--- config.mk ---
export PLATFORM = sky130hd
export DESIGN_NAME = nmea_gga_position_extractor_top
export DESIGN_NICKNAME = d
export VERILOG_FILES = /design/src/hdl/nmea_gga_pkg.sv /design/src/hdl/nmea_gga_ctrl.sv /design/src/hdl/nmea_gga_dp.sv /design/src/hdl/nmea_gga_position_extractor_top.sv
export SDC_FILE = /design/constraint.sdc
export NUM_CORES = 1
export LEC_CHECK = 0
export BUFFER_PORTS_ARGS = -buffer_cell sky130_fd_sc_hd__buf_2
export CORE_MARGIN = 10
export CORE_UTILIZATION = 67
export CTS_CLUSTER_DIAMETER = 150
export DETAILED_ROUTE_END_ITERATION = 6
export PLACE_DENSITY = 0.87
export SETUP_SLACK_MARGIN = 0.05
export SKIP_LAST_GASP = 1
export SLEW_MARGIN = 40
export SYNTH_ARGS = -nofsm -noshare
export SYNTH_HDL_FRONTEND = slang
export SYNTH_SLANG_ARGS = --single-unit
--- constraint.sdc ---
create_clock -name clock -period 4.57 [get_ports clock]
set_clock_uncertainty 0.2 [all_clocks]
set_input_delay 0.6855 -clock clock [delete_from_list [all_inputs] [get_ports clock]]
set_output_delay 0.6855 -clock clock [all_outputs]
set_load 0.005 [all_outputs]
--- src/hdl/nmea_gga_pkg.sv ---
package nmea_gga_pkg;

   localparam int LINE_BYTES = 128;
   localparam int LAT_CHARS  = 16;
   localparam int LON_CHARS  = 16;

   localparam int LC_W    = $clog2(LINE_BYTES);
   localparam int LAT_IW  = (LAT_CHARS > 1) ? $clog2(LAT_CHARS) : 1;
   localparam int LON_IW  = (LON_CHARS > 1) ? $clog2(LON_CHARS) : 1;
   localparam int LAT_LW  = $clog2(LAT_CHARS + 1);
   localparam int LON_LW  = $clog2(LON_CHARS + 1);
   localparam int MAX_CH  = (LAT_CHARS > LON_CHARS) ? LAT_CHARS : LON_CHARS;
   localparam int IDX_W   = (MAX_CH > 1) ? $clog2(MAX_CH) : 1;

   localparam logic [2:0] PAT_LEN   = 3'd6;
   localparam logic [2:0] TOK_MAX   = 3'd6;
   localparam logic [2:0] TOK_LAT   = 3'd3;
   localparam logic [2:0] TOK_LON   = 3'd5;
   localparam logic [7:0] CH_COMMA  = 8'h2c;
   localparam logic [7:0] CH_NL     = 8'h0a;
   localparam logic [7:0] CH_DOLLAR = 8'h24;
   localparam logic [7:0] CH_NUL    = 8'h00;

   localparam logic SEL_LAT = 1'b0;
   localparam logic SEL_LON = 1'b1;

   typedef struct packed {
      logic take;
      logic emit;
   } dp_cmd_type;

   typedef struct packed {
      logic start_emit;
      logic emit_last;
      logic slot_free;
   } dp_status_type;

   typedef enum logic [1:0] {
      ST_IDLE = 2'b01,
      ST_EMIT = 2'b10
   } state_type;

   function automatic logic [7:0] pattern_char(input logic [2:0] pos);
      logic [7:0] ch;
      case (pos)
         3'd0: ch = 8'h24;
         3'd1: ch = 8'h47;
         3'd2: ch = 8'h50;
         3'd3: ch = 8'h47;
         3'd4: ch = 8'h47;
         3'd5: ch = 8'h41;
         default: ch = 8'h00;
      endcase
      return ch;
   endfunction

endpackage

--- src/hdl/nmea_gga_ctrl.sv ---
module nmea_gga_ctrl
   import nmea_gga_pkg::*;
(
   input  logic          clock,
   input  logic          reset,
   input  logic          req_valid,
   output logic          req_ready,
   input  dp_status_type status,
   output dp_cmd_type    cmd
);

   state_type state_ff, state_in;

   always_comb begin
      state_in = state_ff;
      req_ready = 1'b0;
      cmd.take = 1'b0;
      cmd.emit = 1'b0;
      case (state_ff)
         ST_IDLE: begin
            req_ready = 1'b1;
            cmd.take = req_valid;
            if (req_valid && status.start_emit) begin
               state_in = ST_EMIT;
            end
         end
         ST_EMIT: begin
            cmd.emit = status.slot_free;
            if (status.slot_free && status.emit_last) begin
               state_in = ST_IDLE;
            end
         end
         default: begin
            state_in = ST_IDLE;
         end
      endcase
   end

   always_ff @(posedge clock) begin
      if (reset) begin
         state_ff <= ST_IDLE;
      end else begin
         state_ff <= state_in;
      end
   end

endmodule

--- src/hdl/nmea_gga_dp.sv ---
module nmea_gga_dp
   import nmea_gga_pkg::*;
(
   input  logic          clock,
   input  logic          reset,
   input  dp_cmd_type    cmd,
   output dp_status_type status,
   input  logic [7:0]    req_rx_byte,
   output logic          rsp_valid,
   input  logic          rsp_ready,
   output logic          rsp_field_select,
   output logic [3:0]    rsp_char_index,
   output logic [7:0]    rsp_char_value,
   output logic          rsp_last
);

   // line state
   logic [LC_W-1:0]   line_count_ff, line_count_in;
   logic [2:0]        match_ff, match_in;
   logic              matched_ff, matched_in;
   logic              ended_ff, ended_in;
   logic [2:0]        tok_ff, tok_in;
   logic              inside_ff, inside_in;
   logic [LAT_LW-1:0] lat_len_ff, lat_len_in;
   logic [LON_LW-1:0] lon_len_ff, lon_len_in;
   logic [7:0]        lat_mem_ff [LAT_CHARS];
   logic [7:0]        lon_mem_ff [LON_CHARS];
   logic              lat_we, lon_we;

   // emission pointer and output word
   logic              sel_ff, sel_in;
   logic [IDX_W-1:0]  idx_ff, idx_in;
   logic              valid_ff, valid_in;
   logic              fsel_ff, fsel_in;
   logic [3:0]        cidx_ff, cidx_in;
   logic [7:0]        cval_ff, cval_in;
   logic              last_ff, last_in;

   logic [2:0]  tok_scan;
   logic        overlong, is_nl, start_emit;
   logic        lat_end, lon_end, emit_last;
   logic [7:0]  cur_char;

   assign overlong = (line_count_ff == LC_W'(LINE_BYTES - 1));
   assign is_nl    = (req_rx_byte == CH_NL);

   // byte scan
   always_comb begin
      match_in   = match_ff;
      matched_in = matched_ff;
      ended_in   = ended_ff;
      tok_in     = tok_ff;
      inside_in  = inside_ff;
      lat_len_in = lat_len_ff;
      lon_len_in = lon_len_ff;
      lat_we     = 1'b0;
      lon_we     = 1'b0;
      tok_scan   = tok_ff;
      if (!ended_ff) begin
         if (req_rx_byte == CH_NUL) begin
            ended_in = 1'b1;
         end else begin
            if (match_ff < PAT_LEN && req_rx_byte == pattern_char(match_ff)) begin
               if (match_ff == PAT_LEN - 3'd1) begin
                  matched_in = 1'b1;
                  match_in = 3'd0;
               end else begin
                  match_in = match_ff + 3'd1;
               end
            end else begin
               match_in = (req_rx_byte == CH_DOLLAR) ? 3'd1 : 3'd0;
            end
            if (req_rx_byte == CH_COMMA) begin
               inside_in = 1'b0;
            end else begin
               if (!inside_ff && tok_ff < TOK_MAX) begin
                  tok_scan = tok_ff + 3'd1;
               end
               inside_in = 1'b1;
               tok_in = tok_scan;
               if (tok_scan == TOK_LAT && lat_len_ff < LAT_LW'(LAT_CHARS)) begin
                  lat_we = 1'b1;
                  lat_len_in = lat_len_ff + LAT_LW'(1);
               end else if (tok_scan == TOK_LON && lon_len_ff < LON_LW'(LON_CHARS)) begin
                  lon_we = 1'b1;
                  lon_len_in = lon_len_ff + LON_LW'(1);
               end
            end
         end
      end
   end

   assign start_emit = !overlong && is_nl && matched_in &&
                       (lat_len_in != '0 || lon_len_in != '0);

   // emission
   assign lat_end   = (sel_ff == SEL_LAT) && (LAT_LW'(idx_ff) + LAT_LW'(1) == lat_len_ff);
   assign lon_end   = (sel_ff == SEL_LON) && (LON_LW'(idx_ff) + LON_LW'(1) == lon_len_ff);
   assign emit_last = lon_end || (lat_end && lon_len_ff == '0);
   assign cur_char  = (sel_ff == SEL_LON) ? lon_mem_ff[idx_ff[LON_IW-1:0]]
                                          : lat_mem_ff[idx_ff[LAT_IW-1:0]];

   always_comb begin
      sel_in   = sel_ff;
      idx_in   = idx_ff;
      valid_in = valid_ff && !rsp_ready;
      fsel_in  = fsel_ff;
      cidx_in  = cidx_ff;
      cval_in  = cval_ff;
      last_in  = last_ff;
      if (cmd.take && start_emit) begin
         sel_in = (lat_len_in == '0) ? SEL_LON : SEL_LAT;
         idx_in = '0;
      end
      if (cmd.emit) begin
         valid_in = 1'b1;
         fsel_in  = sel_ff;
         cidx_in  = 4'(idx_ff);
         cval_in  = cur_char;
         last_in  = emit_last;
         if (lat_end) begin
            sel_in = SEL_LON;
            idx_in = '0;
         end else begin
            idx_in = idx_ff + IDX_W'(1);
         end
      end
   end

   always_ff @(posedge clock) begin
      if (reset || (cmd.take && (overlong || (is_nl && !start_emit))) ||
          (cmd.emit && emit_last)) begin
         line_count_ff <= '0;
         match_ff      <= '0;
         matched_ff    <= 1'b0;
         ended_ff      <= 1'b0;
         tok_ff        <= '0;
         inside_ff     <= 1'b0;
         lat_len_ff    <= '0;
         lon_len_ff    <= '0;
      end else if (cmd.take) begin
         line_count_ff <= line_count_ff + LC_W'(1);
         match_ff      <= match_in;
         matched_ff    <= matched_in;
         ended_ff      <= ended_in;
         tok_ff        <= tok_in;
         inside_ff     <= inside_in;
         lat_len_ff    <= lat_len_in;
         lon_len_ff    <= lon_len_in;
      end
   end

   always_ff @(posedge clock) begin
      if (reset) begin
         valid_ff <= 1'b0;
      end else begin
         valid_ff <= valid_in;
      end
   end

   always_ff @(posedge clock) begin
      sel_ff  <= sel_in;
      idx_ff  <= idx_in;
      fsel_ff <= fsel_in;
      cidx_ff <= cidx_in;
      cval_ff <= cval_in;
      last_ff <= last_in;
      if (cmd.take && !overlong && lat_we) begin
         lat_mem_ff[lat_len_ff[LAT_IW-1:0]] <= req_rx_byte;
      end
      if (cmd.take && !overlong && lon_we) begin
         lon_mem_ff[lon_len_ff[LON_IW-1:0]] <= req_rx_byte;
      end
   end

   assign status.start_emit = start_emit;
   assign status.emit_last  = emit_last;
   assign status.slot_free  = !valid_ff || rsp_ready;

   assign rsp_valid        = valid_ff;
   assign rsp_field_select = fsel_ff;
   assign rsp_char_index   = cidx_ff;
   assign rsp_char_value   = cval_ff;
   assign rsp_last         = last_ff;

endmodule

--- src/hdl/nmea_gga_position_extractor_top.sv ---
// order: a taken newline of a matching line moves the controller to ST_EMIT,
// which loads the first character into the output word register when free
// throughput: one byte per cycle while a line arrives; a completing line then
// holds req_ready low while its characters (up to 32) are emitted
// reset: synchronous, clears the line state, the controller and rsp_valid
module nmea_gga_position_extractor_top
   import nmea_gga_pkg::*;
(
   input  logic       clock,
   input  logic       reset,
   input  logic       req_valid,
   output logic       req_ready,
   input  logic [7:0] req_rx_byte,
   output logic       rsp_valid,
   input  logic       rsp_ready,
   output logic       rsp_field_select,
   output logic [3:0] rsp_char_index,
   output logic [7:0] rsp_char_value,
   output logic       rsp_last
);

   dp_cmd_type    cmd;
   dp_status_type status;

   nmea_gga_ctrl u_ctrl (
      .clock     (clock),
      .reset     (reset),
      .req_valid (req_valid),
      .req_ready (req_ready),
      .status    (status),
      .cmd       (cmd)
   );

   nmea_gga_dp u_dp (
      .clock            (clock),
      .reset            (reset),
      .cmd              (cmd),
      .status           (status),
      .req_rx_byte      (req_rx_byte),
      .rsp_valid        (rsp_valid),
      .rsp_ready        (rsp_ready),
      .rsp_field_select (rsp_field_select),
      .rsp_char_index   (rsp_char_index),
      .rsp_char_value   (rsp_char_value),
      .rsp_last         (rsp_last)
   );

endmodule

==> impl_metrics.sql, run 1 <==
INSERT INTO impl_metrics (metric_group, metric, value, unit) VALUES
('floorplan', 'die_h', '157', 'µm'),
('global_routing', 'globalRoute.totalOverflow', '0', ''),
('floorplan', 'chipWidth', '157', 'µm'),
('layout', 'area_delta_synth_final', '12.1', '%'),
('clock_tree', 'htreeDepth', '1', ''),
('worst_setup_path', 'critical-path-slowest-cell', 'sky130_fd_sc_hd__a221o_2', ''),
('synthesis', 'ys_seq_area_share', '70.4', '%'),
('synthesis', 'yosysUniqueCellTypes', '64', ''),
('place', 'place.detailed.hpwl', '17800', 'µm'),
('timing', 'final.period_utilization', '72.4', '%'),
('timing', 'max_slew_margin', '43.0', '%'),
('worst_setup_path', 'critPathLaunchType', 'flop', ''),
('worst_setup_path', 'timing.setup.critical_path_class', 'reg -> reg', ''),
('synthesis', 'synth_nets', '727', ''),
('timing', 'timing_max_transition_violations_final', '0', ''),
('global_routing', 'grt_max_degree', '40', ''),
('detailed_routing', 'drt-pass1-iter-count', '5', ''),
('timing', 'postLayoutSetupSlackWorst', '1260', 'ps'),
('pwr', 'leakagePower', '4.72', 'nW'),
('global_routing', 'number_of_antenna_violations_at_the_first_check_in_global_routing', '0', ''),
('worst_setup_path', 'critPathMaxFanout', '26', ''),
('clock_tree', 'postCtsSetupRepairBufs', '0', ''),
('worst_setup_path', 'crit_chain', 'ha_1 -> xor2_1 -> nor4b_1 -> mux2_2 -> o2bb2ai_1 -> a221o_2 -> a2111oi_0', ''),
('synthesis', 'synth.most_common_cell', 'sky130_fd_sc_hd__edfxtp_1', ''),
('pwr', 'p_per_area', '401', 'nW/µm²'),
('job', 'drv_cap', '0', ''),
('synthesis', 'syn_area', '12700', 'µm²'),
('layout', 'fin_cells', '1010', ''),
('timing', 'tns', '0', 'ps'),
('layout', 'sequential_cell_area', '8920', 'µm²'),
('layout', 'final_nets', '780', ''),
('synthesis', 'synth.yosys.warnings', '0', ''),
('detailed_routing', 'drtAntennaViolNets', '0', ''),
('worst_setup_path', 'setup.worst_path.start', 'u_dp.idx_ff[0]', ''),
('global_routing', 'grt_first_pass_wirelength', '47200', 'µm'),
('worst_setup_path', 'timing.critical_path.to_type', 'flop', ''),
('timing', 'final.hold.worst_slack', '152', 'ps'),
('timing', 'fmaxAchievable', '302', 'MHz'),
('worst_setup_path', 'cp_data_required_time', '4770', 'ps'),
('worst_setup_path', 'cpPeakStageDelay', '640', 'ps'),
('detailed_routing', 'detail_route.iter0.violations', '1243', ''),
('clock_tree', 'cts.root.buffer_cell', 'sky130_fd_sc_hd__clkbuf_16', ''),
('detailed_routing', 'route.detailed.vias_per_inst', '7.25', ''),
('detailed_routing', 'wl_per_cell', '30.9', 'µm'),
('pwr', 'power', '5.68', 'mW'),
('timing', 'finalHoldViolations', '0', ''),
('floorplan', 'boundaryPins', '28', ''),
('floorplan', 'fp-row-count', '50', ''),
('outcome', 'outcome', 'finished clean', ''),
('synthesis', 'netlist_instances', '704', ''),
('timing', 'report.final.setup_viol', '0', ''),
('detailed_routing', 'drt-total-wl', '31200', 'µm'),
('global_routing', 'grt_pass1_vias', '7270', ''),
('synthesis', 'synth.top_cells.by_area', 'sky130_fd_sc_hd__edfxtp_1 (65%), sky130_fd_sc_hd__mux4_2 (14%), sky130_fd_sc_hd__dfxtp_1 (5.4%), sky130_fd_sc_hd__nor2_1 (1.6%), sky130_fd_sc_hd__ha_1 (1.1%)', ''),
('layout', 'postLayoutCoreUtil', '76.1', '%'),
('detailed_routing', 'num_vias', '7318', ''),
('clock_tree', 'numCtsBuffers', '29', ''),
('synthesis', 'dominantRegCellSynth', 'sky130_fd_sc_hd__edfxtp_1', ''),
('clock_tree', 'cts.path.max_buffers', '3', ''),
('layout', 'fillerInstances', '985', ''),
('worst_setup_path', 'regToRegStartpoint', 'u_dp.idx_ff[0]', ''),
('synthesis', 'yosysTopAreaCell', 'sky130_fd_sc_hd__edfxtp_1', ''),
('synthesis', 'synth.top_cell.area_share', '65.0', '%'),
('synthesis', 'asyncSetResetFlopFracSynth', '0', '%'),
('place', 'io_port_bufs', '27', ''),
('place', 'dpl.cell_count', '958', ''),
('hold_path', 'hold_path.startpoint', 'reset', ''),
('clock_tree', 'source_to_sink_clock_delay_at_the_later_pin_of_the_worst_skew_pair', '540', 'ps'),
('clock_tree', 'post_cts.resized_instances', '0', ''),
('pwr', 'peakVddDrop', '342', 'µV'),
('worst_setup_path', 'worst_ep_arrival_time', '3510', 'ps');
==> registers in the layout (all words and copies together), names as in the netlist, 2 cells and up, named ones only <==
| name | cells |
|---|---|
| u_ctrl.state_ff | 2 |
| u_dp.tok_ff | 3 |
| u_dp.lon_len_ff | 5 |
| u_dp.rsp_char_index | 4 |
| u_dp.line_count_ff | 7 |
| u_dp.lon_mem_ff | 128 |
| u_dp.idx_ff | 4 |
| u_dp.lat_len_ff | 5 |
| u_dp.rsp_char_value | 8 |
| u_dp.lat_mem_ff | 128 |
| u_dp.match_ff | 3 |
==> worst max-delay path, delay by kind of cell, from the launching register on <==
| family | cells | cell delay (ps) |
|---|---|---|
| flops | 1 | 550 |
| fa+ha+maj | 1 | 450 |
| simple gates | 1 | 110 |
| xor+xnor | 1 | 270 |
| compound gates | 3 | 1270 |
| mux | 1 | 310 |
==> routing by layer <==
layer | vias up | global-route usage, % | share of wire [%]
li1 | 2949 | - | -
met1 | 3705 | 34.8 | 36
met2 | 573 | 42.5 | 50
met3 | 91 | 4.28 | 11
met4 | 0 | 8.46 | 3.3
met5 | - | 0 | 0
==> layout by cell type (no fill, tap or decap), drive strengths merged, types with 3 or more instances in the layout <==
master	netlist	final
dfxtp	34	34
mux2	11	11
nand2	25	25
nor4b	3	3
and3	9	9
mux4	80	80
nor2	53	53
mux2i	3	3
o22ai	4	4
nand3	13	13
nand4	6	6
o21ai	7	7
buf	17	54
ha	11	11
edfxtp	274	274
bufinv	0	6
xor2	12	12
a2111oi	4	4
nor2b	3	3
nor3	22	22
nand2b	11	11
xnor2	7	7
or4	3	3
nand4b	3	3
a21oi	18	18
clkinv	0	9
clkbuf	16	36
a211oi	4	4
inv	10	9
nor4	6	6
or3	3	3
a31oi	4	4
==> cell families after synthesis <==
group / share of synthesized area, %
adders and majority gates: 1.09
muxes: 15.5
buffers and inverters: 1.43
and+or+nand+nor: 6.88
DFF: 70.4
AOI/OAI and AO/OA: 3.40
xor gates and xnor gates: 1.32
==> worst paths after layout <==
path | endpoint | cells past startpoint | slack [ps]
hold reg to reg | u_dp.rsp_char_index[1] | 0 | 340
hold / removal | u_dp.rsp_valid | 2 | 150
setup / recovery | u_dp.tok_ff[2] | 7 | 1260
setup reg to reg | u_dp.tok_ff[2] | 7 | 1260
==> report_power, final <==
part / internal, mW / switching, mW / total [mW]
combinational: 0.0316 / 0.0882 / 0.120
sequential: 3.07 / 0.00920 / 3.07
clock: 1.49 / 0.994 / 2.49
==> final cells by class <==
type	instances	share of cell area (%)
Inverter	10	0.265
Sequential cell	308	62.9
Timing Repair Buffer	55	2.61
Clock inverter	15	1.58
Clock buffer	35	5.28
Tap cell	234	2.06
Multi-Input combinational cell	353	25.3
Note: power is estimated with default switching activity, not from simulation.
==> inputs of run 2 (changes only) <==
Settings changed: ABC_AREA from default to 1, CORE_UTILIZATION 67 to 62, PLACE_DENSITY 0.87 to 0.82.
Clock period 4.57 ns to 3.4 ns, I/O delays scaled along.
==> impl_metrics.sql, run 2 <==
INSERT INTO impl_metrics (metric_group, metric, value, unit) VALUES
('detailed_routing', 'highest-signal-layer', 'met4', ''),
('synthesis', 'dominantRegCellSynth', 'sky130_fd_sc_hd__edfxtp_1', ''),
('clock_tree', 'post_cts.resized_instances', '0', ''),
('pwr', 'power.internal', '6.03', 'mW'),
('clock_tree', 'cts_num_sinks', '308', ''),
('detailed_routing', 'route.detailed.vias_per_inst', '6.34', ''),
('pwr', 'sequentialPowerShare', '54.9', '%'),
('timing', 'timing_max_transition_violations_final', '0', ''),
('floorplan', 'floorplan.initialDensity', '63.6', '%'),
('worst_setup_path', 'regToRegStartpoint', 'u_dp.idx_ff[0]', ''),
('hold_path', 'hold-path-endpoint', 'u_dp.rsp_valid', ''),
('worst_setup_path', 'regToRegSetupSlack', '560', 'ps'),
('detailed_routing', 'wirelength_met1', '12000', 'µm'),
('detailed_routing', 'detail_route.iter0.violations', '1299', ''),
('clock_tree', 'path_clk_slew', '60', 'ps'),
('detailed_routing', 'dr_wl_met2', '15900', 'µm'),
('pwr', 'leakagePower', '5.10', 'nW'),
('synthesis', 'synth.most_common_cell', 'sky130_fd_sc_hd__edfxtp_1', ''),
('clock_tree', 'htreeDepth', '1', ''),
('global_routing', 'grt_util_all_layers', '24.2', '%'),
('floorplan', 'die_h', '165', 'µm'),
('global_routing', 'grt_first_pass_wirelength', '50900', 'µm'),
('pwr', 'net-switching-power', '1.52', 'mW'),
('hold_path', 'hold_path.startpoint', 'rsp_ready', ''),
('pwr', 'power', '7.55', 'mW'),
('place', 'gpl.final_weighted_congestion', '0.923', ''),
('synthesis', 'syn_area', '13000', 'µm²'),
('synthesis', 'yosysTopAreaCell', 'sky130_fd_sc_hd__edfxtp_1', ''),
('synthesis', 'yosysUniqueCellTypes', '36', ''),
('timing', 'postLayoutSetupSlackWorst', '558', 'ps'),
('layout', 'final_nets', '1204', ''),
('clock_tree', 'holdBufCountCts', '1', ''),
('timing', 'finalHoldViolations', '0', ''),
('place', 'dpl.cell_count', '1419', ''),
('timing', 'final.period_utilization', '83.6', '%'),
('outcome', 'outcome', 'finished clean', ''),
('timing', 'post-route-min-period', '2840', 'ps'),
('clock_tree', 'source_to_sink_clock_delay_at_the_later_pin_of_the_worst_skew_pair', '550', 'ps'),
('detailed_routing', 'wl_per_cell', '22.5', 'µm'),
('synthesis', 'synth.top_cell.area_share', '63.3', '%'),
('place', 'post_placement_worst_setup_slack', '414', 'ps'),
('worst_setup_path', 'cp_data_required_time', '3620', 'ps'),
('layout', 'layout.cells.most_common', 'sky130_fd_sc_hd__edfxtp_1', ''),
('layout', 'finalInstanceArea', '14600', 'µm²'),
('synthesis', 'synth.top_cells.by_area', 'sky130_fd_sc_hd__edfxtp_1 (63%), sky130_fd_sc_hd__nor2_1 (6.2%), sky130_fd_sc_hd__o21ai_0 (6.0%), sky130_fd_sc_hd__dfxtp_1 (5.2%), sky130_fd_sc_hd__o221ai_1 (3.1%)', ''),
('pwr', 'peakVddDrop', '377', 'µV'),
('global_routing', 'globalRoute.totalOverflow', '0', ''),
('clock_tree', 'postCtsSetupRepairBufs', '0', ''),
('timing', 'worstMarginPinSlew', '864', 'ps'),
('hold_path', 'worst_hold_path.num_cells', '4', ''),
('worst_setup_path', 'timing.rr.end', 'u_dp.lon_len_ff[4]', ''),
('job', 'drv_cap', '0', ''),
('worst_setup_path', 'worst_ep_arrival_time', '3060', 'ps'),
('synthesis', 'syn_area_per_cell', '11.5', 'µm²'),
('layout', 'area_delta_synth_final', '12.5', '%'),
('pwr', 'power.share.clock', '42.1', '%'),
('synthesis', 'post_synth_edffs', '274', ''),
('pwr', 'p_per_area', '516', 'nW/µm²'),
('layout', 'mostFrequentLayoutCells', 'sky130_fd_sc_hd__edfxtp_1 (274), sky130_fd_sc_hd__nor2_1 (212), sky130_fd_sc_hd__o21ai_0 (156), sky130_fd_sc_hd__nand2_1 (91), sky130_fd_sc_hd__inv_1 (63)', ''),
('worst_setup_path', 'reg2reg_depth', '10', ''),
('global_routing', 'grt_max_degree', '99', ''),
('clock_tree', 'cts.root.buffer_cell', 'sky130_fd_sc_hd__clkbuf_16', ''),
('synthesis', 'synth_nets', '1148', ''),
('global_routing', 'number_of_antenna_violations_at_the_first_check_in_global_routing', '0', ''),
('place', 'postPlaceCellArea', '13700', 'µm²'),
('detailed_routing', 'drtAntennaViolNets', '0', ''),
('floorplan', 'boundaryPins', '28', ''),
('detailed_routing', 'num_vias', '9342', ''),
('synthesis', 'synth.top_cells.by_count', 'sky130_fd_sc_hd__edfxtp_1 (274), sky130_fd_sc_hd__nor2_1 (213), sky130_fd_sc_hd__o21ai_0 (156)', ''),
('detailed_routing', 'drt-total-wl', '33200', 'µm'),
('synthesis', 'asyncSetResetFlopFracSynth', '0', '%'),
('hold_path', 'hold_class', 'in -> reg', ''),
('floorplan', 'core_region_area', '20400', 'µm²'),
('timing', 'max_slew_margin', '42.3', '%'),
('layout', 'post_route_cells_drive_above_1_share', '14.1', '%'),
('global_routing', 'grt_pass1_vias', '9216', ''),
('detailed_routing', 'route.detailed.drc', '0', ''),
('clock_tree', 'numCtsBuffers', '29', ''),
('layout', 'diodes', '0', ''),
('clock_tree', 'clock_tree_from_tritoncts', 'yes', ''),
('synthesis', 'netlist_instances', '1125', ''),
('timing', 'setup_repair_after_global_routing_missed_its_margin', 'false', ''),
('worst_setup_path', 'timing.setup.critical_path_class', 'reg -> reg', ''),
('pwr', 'switching_share', '20.2', '%'),
('place', 'io_port_bufs', '27', ''),
('floorplan', 'chipWidth', '165', 'µm'),
('timing', 'tns', '0', 'ps'),
('synthesis', 'ys_seq_area_share', '68.6', '%'),
('floorplan', 'die-area', '27100', 'µm²'),
('timing', 'fmaxAchievable', '352', 'MHz'),
('layout', 'fin_cells', '1474', ''),
('pwr', 'comb_power_share', '3.0', '%'),
('synthesis', 'synth.yosys.warnings', '0', ''),
('synthesis', 'synth-seq-cells', '308', ''),
('detailed_routing', 'wl_met3', '3730', 'µm'),
('worst_setup_path', 'critPathMaxFanout', '26', ''),
('worst_setup_path', 'timing.critical_path.to_type', 'flop', ''),
('place', 'place.detailed.hpwl', '20700', 'µm'),
('clock_tree', 'cts.path.max_buffers', '3', ''),
('floorplan', 'fp-row-count', '52', ''),
('detailed_routing', 'drt-pass1-iter-count', '6', ''),
('worst_setup_path', 'critPathLaunchType', 'flop', ''),
('timing', 'report.final.setup_viol', '0', '');
run 2: changes by cell type after synthesis, sizes merged, moves of 43 or more:
cell    previous run  this run
nand2             25        97
inv               10        68
mux4              80         0
nand3             13        56
o221ai             0        46
o21ai              7       157
nor2              53       237
run 2: cells by family after synthesis:
| family | synth area share (%) |
|---|---|
| multiplexers | 0.154 |
| adder cells (fa/ha/maj) | 1.06 |
| AND/OR/NAND/NOR | 13.5 |
| AO/OA/AOI/OAI | 11.7 |
| XOR/XNOR | 1.14 |
| buffers and inverters | 3.92 |
| flip-flops | 68.6 |
run 2: per-stage QoR:
step | hold WS, ps | utilization [%]
4_1_cts | 53.6 | 71.5
3_3_place_gp | 292 | 66.9
5_1_grt | 67.8 | 71.5
2_1_floorplan | 260 | -
6_report | 81.3 | 71.5
3_5_place_dp | 290 | 66.9
run 2: worst max path at each step:
stage              startpoint                    end  slack [ps]  depth (start not counted)
6_report       u_dp.idx_ff[0]     u_dp.lon_len_ff[4]         560                         10
5_1_grt        u_dp.idx_ff[0]        u_dp.matched_ff         340                         10
4_1_cts        u_dp.idx_ff[0]     u_dp.lon_len_ff[4]         580                         10
3_5_place_dp   req_rx_byte[6]         u_dp.idx_ff[1]         410                         15
3_3_place_gp   req_rx_byte[6]       u_dp.match_ff[2]         550                         16
2_1_floorplan  req_rx_byte[1]  u_dp.lon_mem_ff[7][0]         980                         10
run 2: power by group through the flow:
stage	Combinational [mW]	Clock (mW)	Sequential, mW
after floorplan	0.122	0	4.22
after global placement	0.213	0	4.22
after detailed placement	0.220	0	4.23
after CTS	0.223	3.18	4.14
after global routing	0.246	3.32	4.15
final	0.227	3.17	4.14
run 2: final cells by class:
class                      instances  area, µm²
clock buffer                      37        776
multi-input combinational        691       3580
fill                            1308       5810
sequential                       308       8910
timing repair buffer              83        596
tap                              270        338
clock inverter                    17        160
inverter                          68        256
run 2: layer usage:
layer	vias to the layer above	global-route usage, %
met2	607	39.1
li1	4163	-
met3	114	5.55
met1	4458	30.5
met5	-	0
met4	0	11.4
run 2: worst max-delay path, stage by stage, from the launching register on:
cell,delay (ps)
sky130_fd_sc_hd__edfxtp_1,520
sky130_fd_sc_hd__ha_1,400
sky130_fd_sc_hd__inv_1,80
sky130_fd_sc_hd__a21oi_1,140
sky130_fd_sc_hd__nand3_1,100
sky130_fd_sc_hd__nor3_1,190
sky130_fd_sc_hd__nand2_1,100
sky130_fd_sc_hd__o21ai_0,340
sky130_fd_sc_hd__a21oi_1,180
sky130_fd_sc_hd__nand2_4,390
sky130_fd_sc_hd__nor2_1,80
==> inputs of run 3 (changes only) <==
Clock period 3.4 ns to 2.64 ns, I/O delays scaled along.
==> impl_metrics.sql, run 3 (synthesized netlist as in run 2, its figures left out) <==
INSERT INTO impl_metrics (metric_group, metric, value, unit) VALUES
('floorplan', 'die-area', '27100', 'µm²'),
('timing', 'max_slew_margin', '68.0', '%'),
('pwr', 'leakagePower', '5.28', 'nW'),
('timing', 'finalHoldViolations', '0', ''),
('place', 'place.detailed.hpwl', '20800', 'µm'),
('place', 'gpl.final_weighted_congestion', '0.979', ''),
('timing', 'post-route-min-period', '2480', 'ps'),
('detailed_routing', 'route.detailed.vias_per_inst', '6.29', ''),
('floorplan', 'chipWidth', '165', 'µm'),
('floorplan', 'die_h', '165', 'µm'),
('timing', 'timing_max_transition_violations_final', '0', ''),
('place', 'post_placement_worst_setup_slack', '57.2', 'ps'),
('place', 'io_port_bufs', '27', ''),
('floorplan', 'core_region_area', '20400', 'µm²'),
('layout', 'post_route_cells_drive_above_1_share', '17.3', '%'),
('worst_setup_path', 'timing.setup.critical_path_class', 'reg -> reg', ''),
('layout', 'layout.cells.most_common', 'sky130_fd_sc_hd__edfxtp_1', ''),
('timing', 'postLayoutSetupSlackWorst', '156', 'ps'),
('clock_tree', 'cts_num_sinks', '308', ''),
('clock_tree', 'htreeDepth', '1', ''),
('layout', 'area_delta_synth_final', '15.3', '%'),
('detailed_routing', 'route.detailed.drc', '1', ''),
('outcome', 'failed_checks', 'design-rule violations', ''),
('place', 'dpl.cell_count', '1435', ''),
('pwr', 'net-switching-power', '2.03', 'mW'),
('job', 'drv_cap', '0', ''),
('detailed_routing', 'drt-total-wl', '33000', 'µm'),
('global_routing', 'grt_first_pass_wirelength', '50200', 'µm'),
('pwr', 'peakVddDrop', '427', 'µV'),
('timing', 'setup_repair_after_global_routing_missed_its_margin', 'false', ''),
('global_routing', 'number_of_antenna_violations_at_the_first_check_in_global_routing', '1', ''),
('timing', 'fmaxAchievable', '403', 'MHz'),
('clock_tree', 'numCtsBuffers', '30', ''),
('detailed_routing', 'num_vias', '9417', ''),
('pwr', 'sequentialPowerShare', '54.0', '%'),
('pwr', 'power.internal', '7.85', 'mW'),
('detailed_routing', 'drt-pass1-iter-count', '7', ''),
('worst_setup_path', 'timing.critical_path.to_type', 'flop', ''),
('pwr', 'switching_share', '20.5', '%'),
('clock_tree', 'path_clk_slew', '60', 'ps'),
('clock_tree', 'cts.root.buffer_cell', 'sky130_fd_sc_hd__clkbuf_16', ''),
('timing', 'tns', '0', 'ps'),
('clock_tree', 'cts.path.max_buffers', '3', ''),
('worst_setup_path', 'cpPeakStageDelay', '330', 'ps'),
('detailed_routing', 'detail_route.iter0.violations', '1249', ''),
('detailed_routing', 'drtAntennaViolNets', '0', ''),
('pwr', 'p_per_area', '660', 'nW/µm²'),
('floorplan', 'fp-row-count', '52', ''),
('worst_setup_path', 'worst_ep_arrival_time', '2530', 'ps'),
('global_routing', 'grt_util_all_layers', '24.0', '%'),
('clock_tree', 'source_to_sink_clock_delay_at_the_later_pin_of_the_worst_skew_pair', '550', 'ps'),
('timing', 'report.final.setup_viol', '0', ''),
('worst_setup_path', 'critPathLaunchType', 'flop', ''),
('layout', 'fillerInstances', '1301', ''),
('pwr', 'power.share.clock', '42.8', '%'),
('global_routing', 'grt_max_degree', '81', ''),
('pwr', 'comb_power_share', '3.2', '%'),
('layout', 'fin_cells', '1496', ''),
('clock_tree', 'clock_tree_from_tritoncts', 'yes', ''),
('outcome', 'outcome', 'finished, violations left', ''),
('timing', 'final.period_utilization', '94.1', '%'),
('global_routing', 'grt_pass1_vias', '8999', ''),
('layout', 'final_nets', '1224', ''),
('worst_setup_path', 'critPathMaxFanout', '6', ''),
('global_routing', 'globalRoute.totalOverflow', '0', ''),
('detailed_routing', 'wl_per_cell', '22.1', 'µm'),
('hold_path', 'hold_class', 'in -> reg', ''),
('layout', 'mostFrequentLayoutCells', 'sky130_fd_sc_hd__edfxtp_1 (274), sky130_fd_sc_hd__nor2_1 (209), sky130_fd_sc_hd__o21ai_0 (156), sky130_fd_sc_hd__nand2_1 (86), sky130_fd_sc_hd__inv_1 (63)', ''),
('worst_setup_path', 'cp_data_required_time', '2690', 'ps'),
('worst_setup_path', 'critical-path-slowest-cell', 'sky130_fd_sc_hd__dfxtp_2', ''),
('floorplan', 'floorplan.initialDensity', '63.6', '%'),
('timing', 'worstMarginPinSlew', '481', 'ps'),
('floorplan', 'boundaryPins', '28', ''),
('worst_setup_path', 'crit_chain', 'ha_1 -> nand3_1 -> nand2_2 -> inv_2 -> nand3_2 -> nor2_4 -> buf_6 -> nand3_1 -> nand2_1 -> nand2_1 -> inv_1 -> nor2_4 -> nand3_2 -> nand3_1 -> nand2_1', '');
[run 3: path summary, 6_finish.rpt]
check	start	cells after the start	slack (ps)	end
max	u_dp.tok_ff[0]	15	160	u_dp.idx_ff[2]
min	rsp_ready	7	110	u_ctrl.state_ff[0]
max reg2reg	u_dp.tok_ff[0]	15	160	u_dp.idx_ff[2]
min reg2reg	u_dp.ended_ff	2	310	u_dp.ended_ff
[run 3: what timing repair did]
| action | 4_1_cts | 5_1_grt |
|---|---|---|
| buffers inserted | 0 | 1 |
| hold buffers | 2 | 0 |
| endpoints found under the setup margin | 0 | 149 |
| hold endpoints to repair | 3 | 0 |
| gates resized for setup | 0 | 18 |
[run 3: worst max-delay path, delay by kind of cell, from the launching register on]
| family | cells | cell delay, ps |
|---|---|---|
| AND/OR/NAND/NOR | 11 | 1040 |
| adder cells (fa/ha/maj) | 1 | 290 |
| buffers and inverters | 3 | 310 |
| flip-flops | 1 | 330 |
[run 3: metrics by stage]
stage	area [µm²]	utilization, %	hold WS (ps)	power, mW
after detailed placement	13900	67.9	292	5.73
final	15000	73.3	112	9.88
after global routing	15000	73.3	129	10.1
after global placement	13900	67.9	284	5.73
after floorplan	13000	-	260	5.60
after CTS	14900	72.8	103	9.89
[run 3: metal layers]
metal	track usage, %	part of all wire [%]	vias to the layer above
li1	-	-	4197
met1	31.3	37	4519
met2	39.1	49	623
met3	4.68	11	78
met4	9.22	2.9	0
met5	0	0	-
[run 3: power by group through the flow]
stage	logic, mW	registers, mW	clock network [mW]
floorplan	0.158	5.44	0
global placement	0.286	5.44	0
detailed placement	0.293	5.44	0
CTS	0.296	5.34	4.25
global route	0.345	5.34	4.45
finish	0.317	5.34	4.23
[run 3: final cells by class]
type	count	area [µm²]	area share, %
Antenna cell	1	2.50	0.0167
Clock buffer	34	787	5.26
Clock inverter	22	198	1.32
Inverter	68	256	1.71
Multi-Input combinational cell	691	3630	24.2
Sequential cell	308	8920	59.5
Tap cell	270	338	2.26
Timing Repair Buffer	102	850	5.67
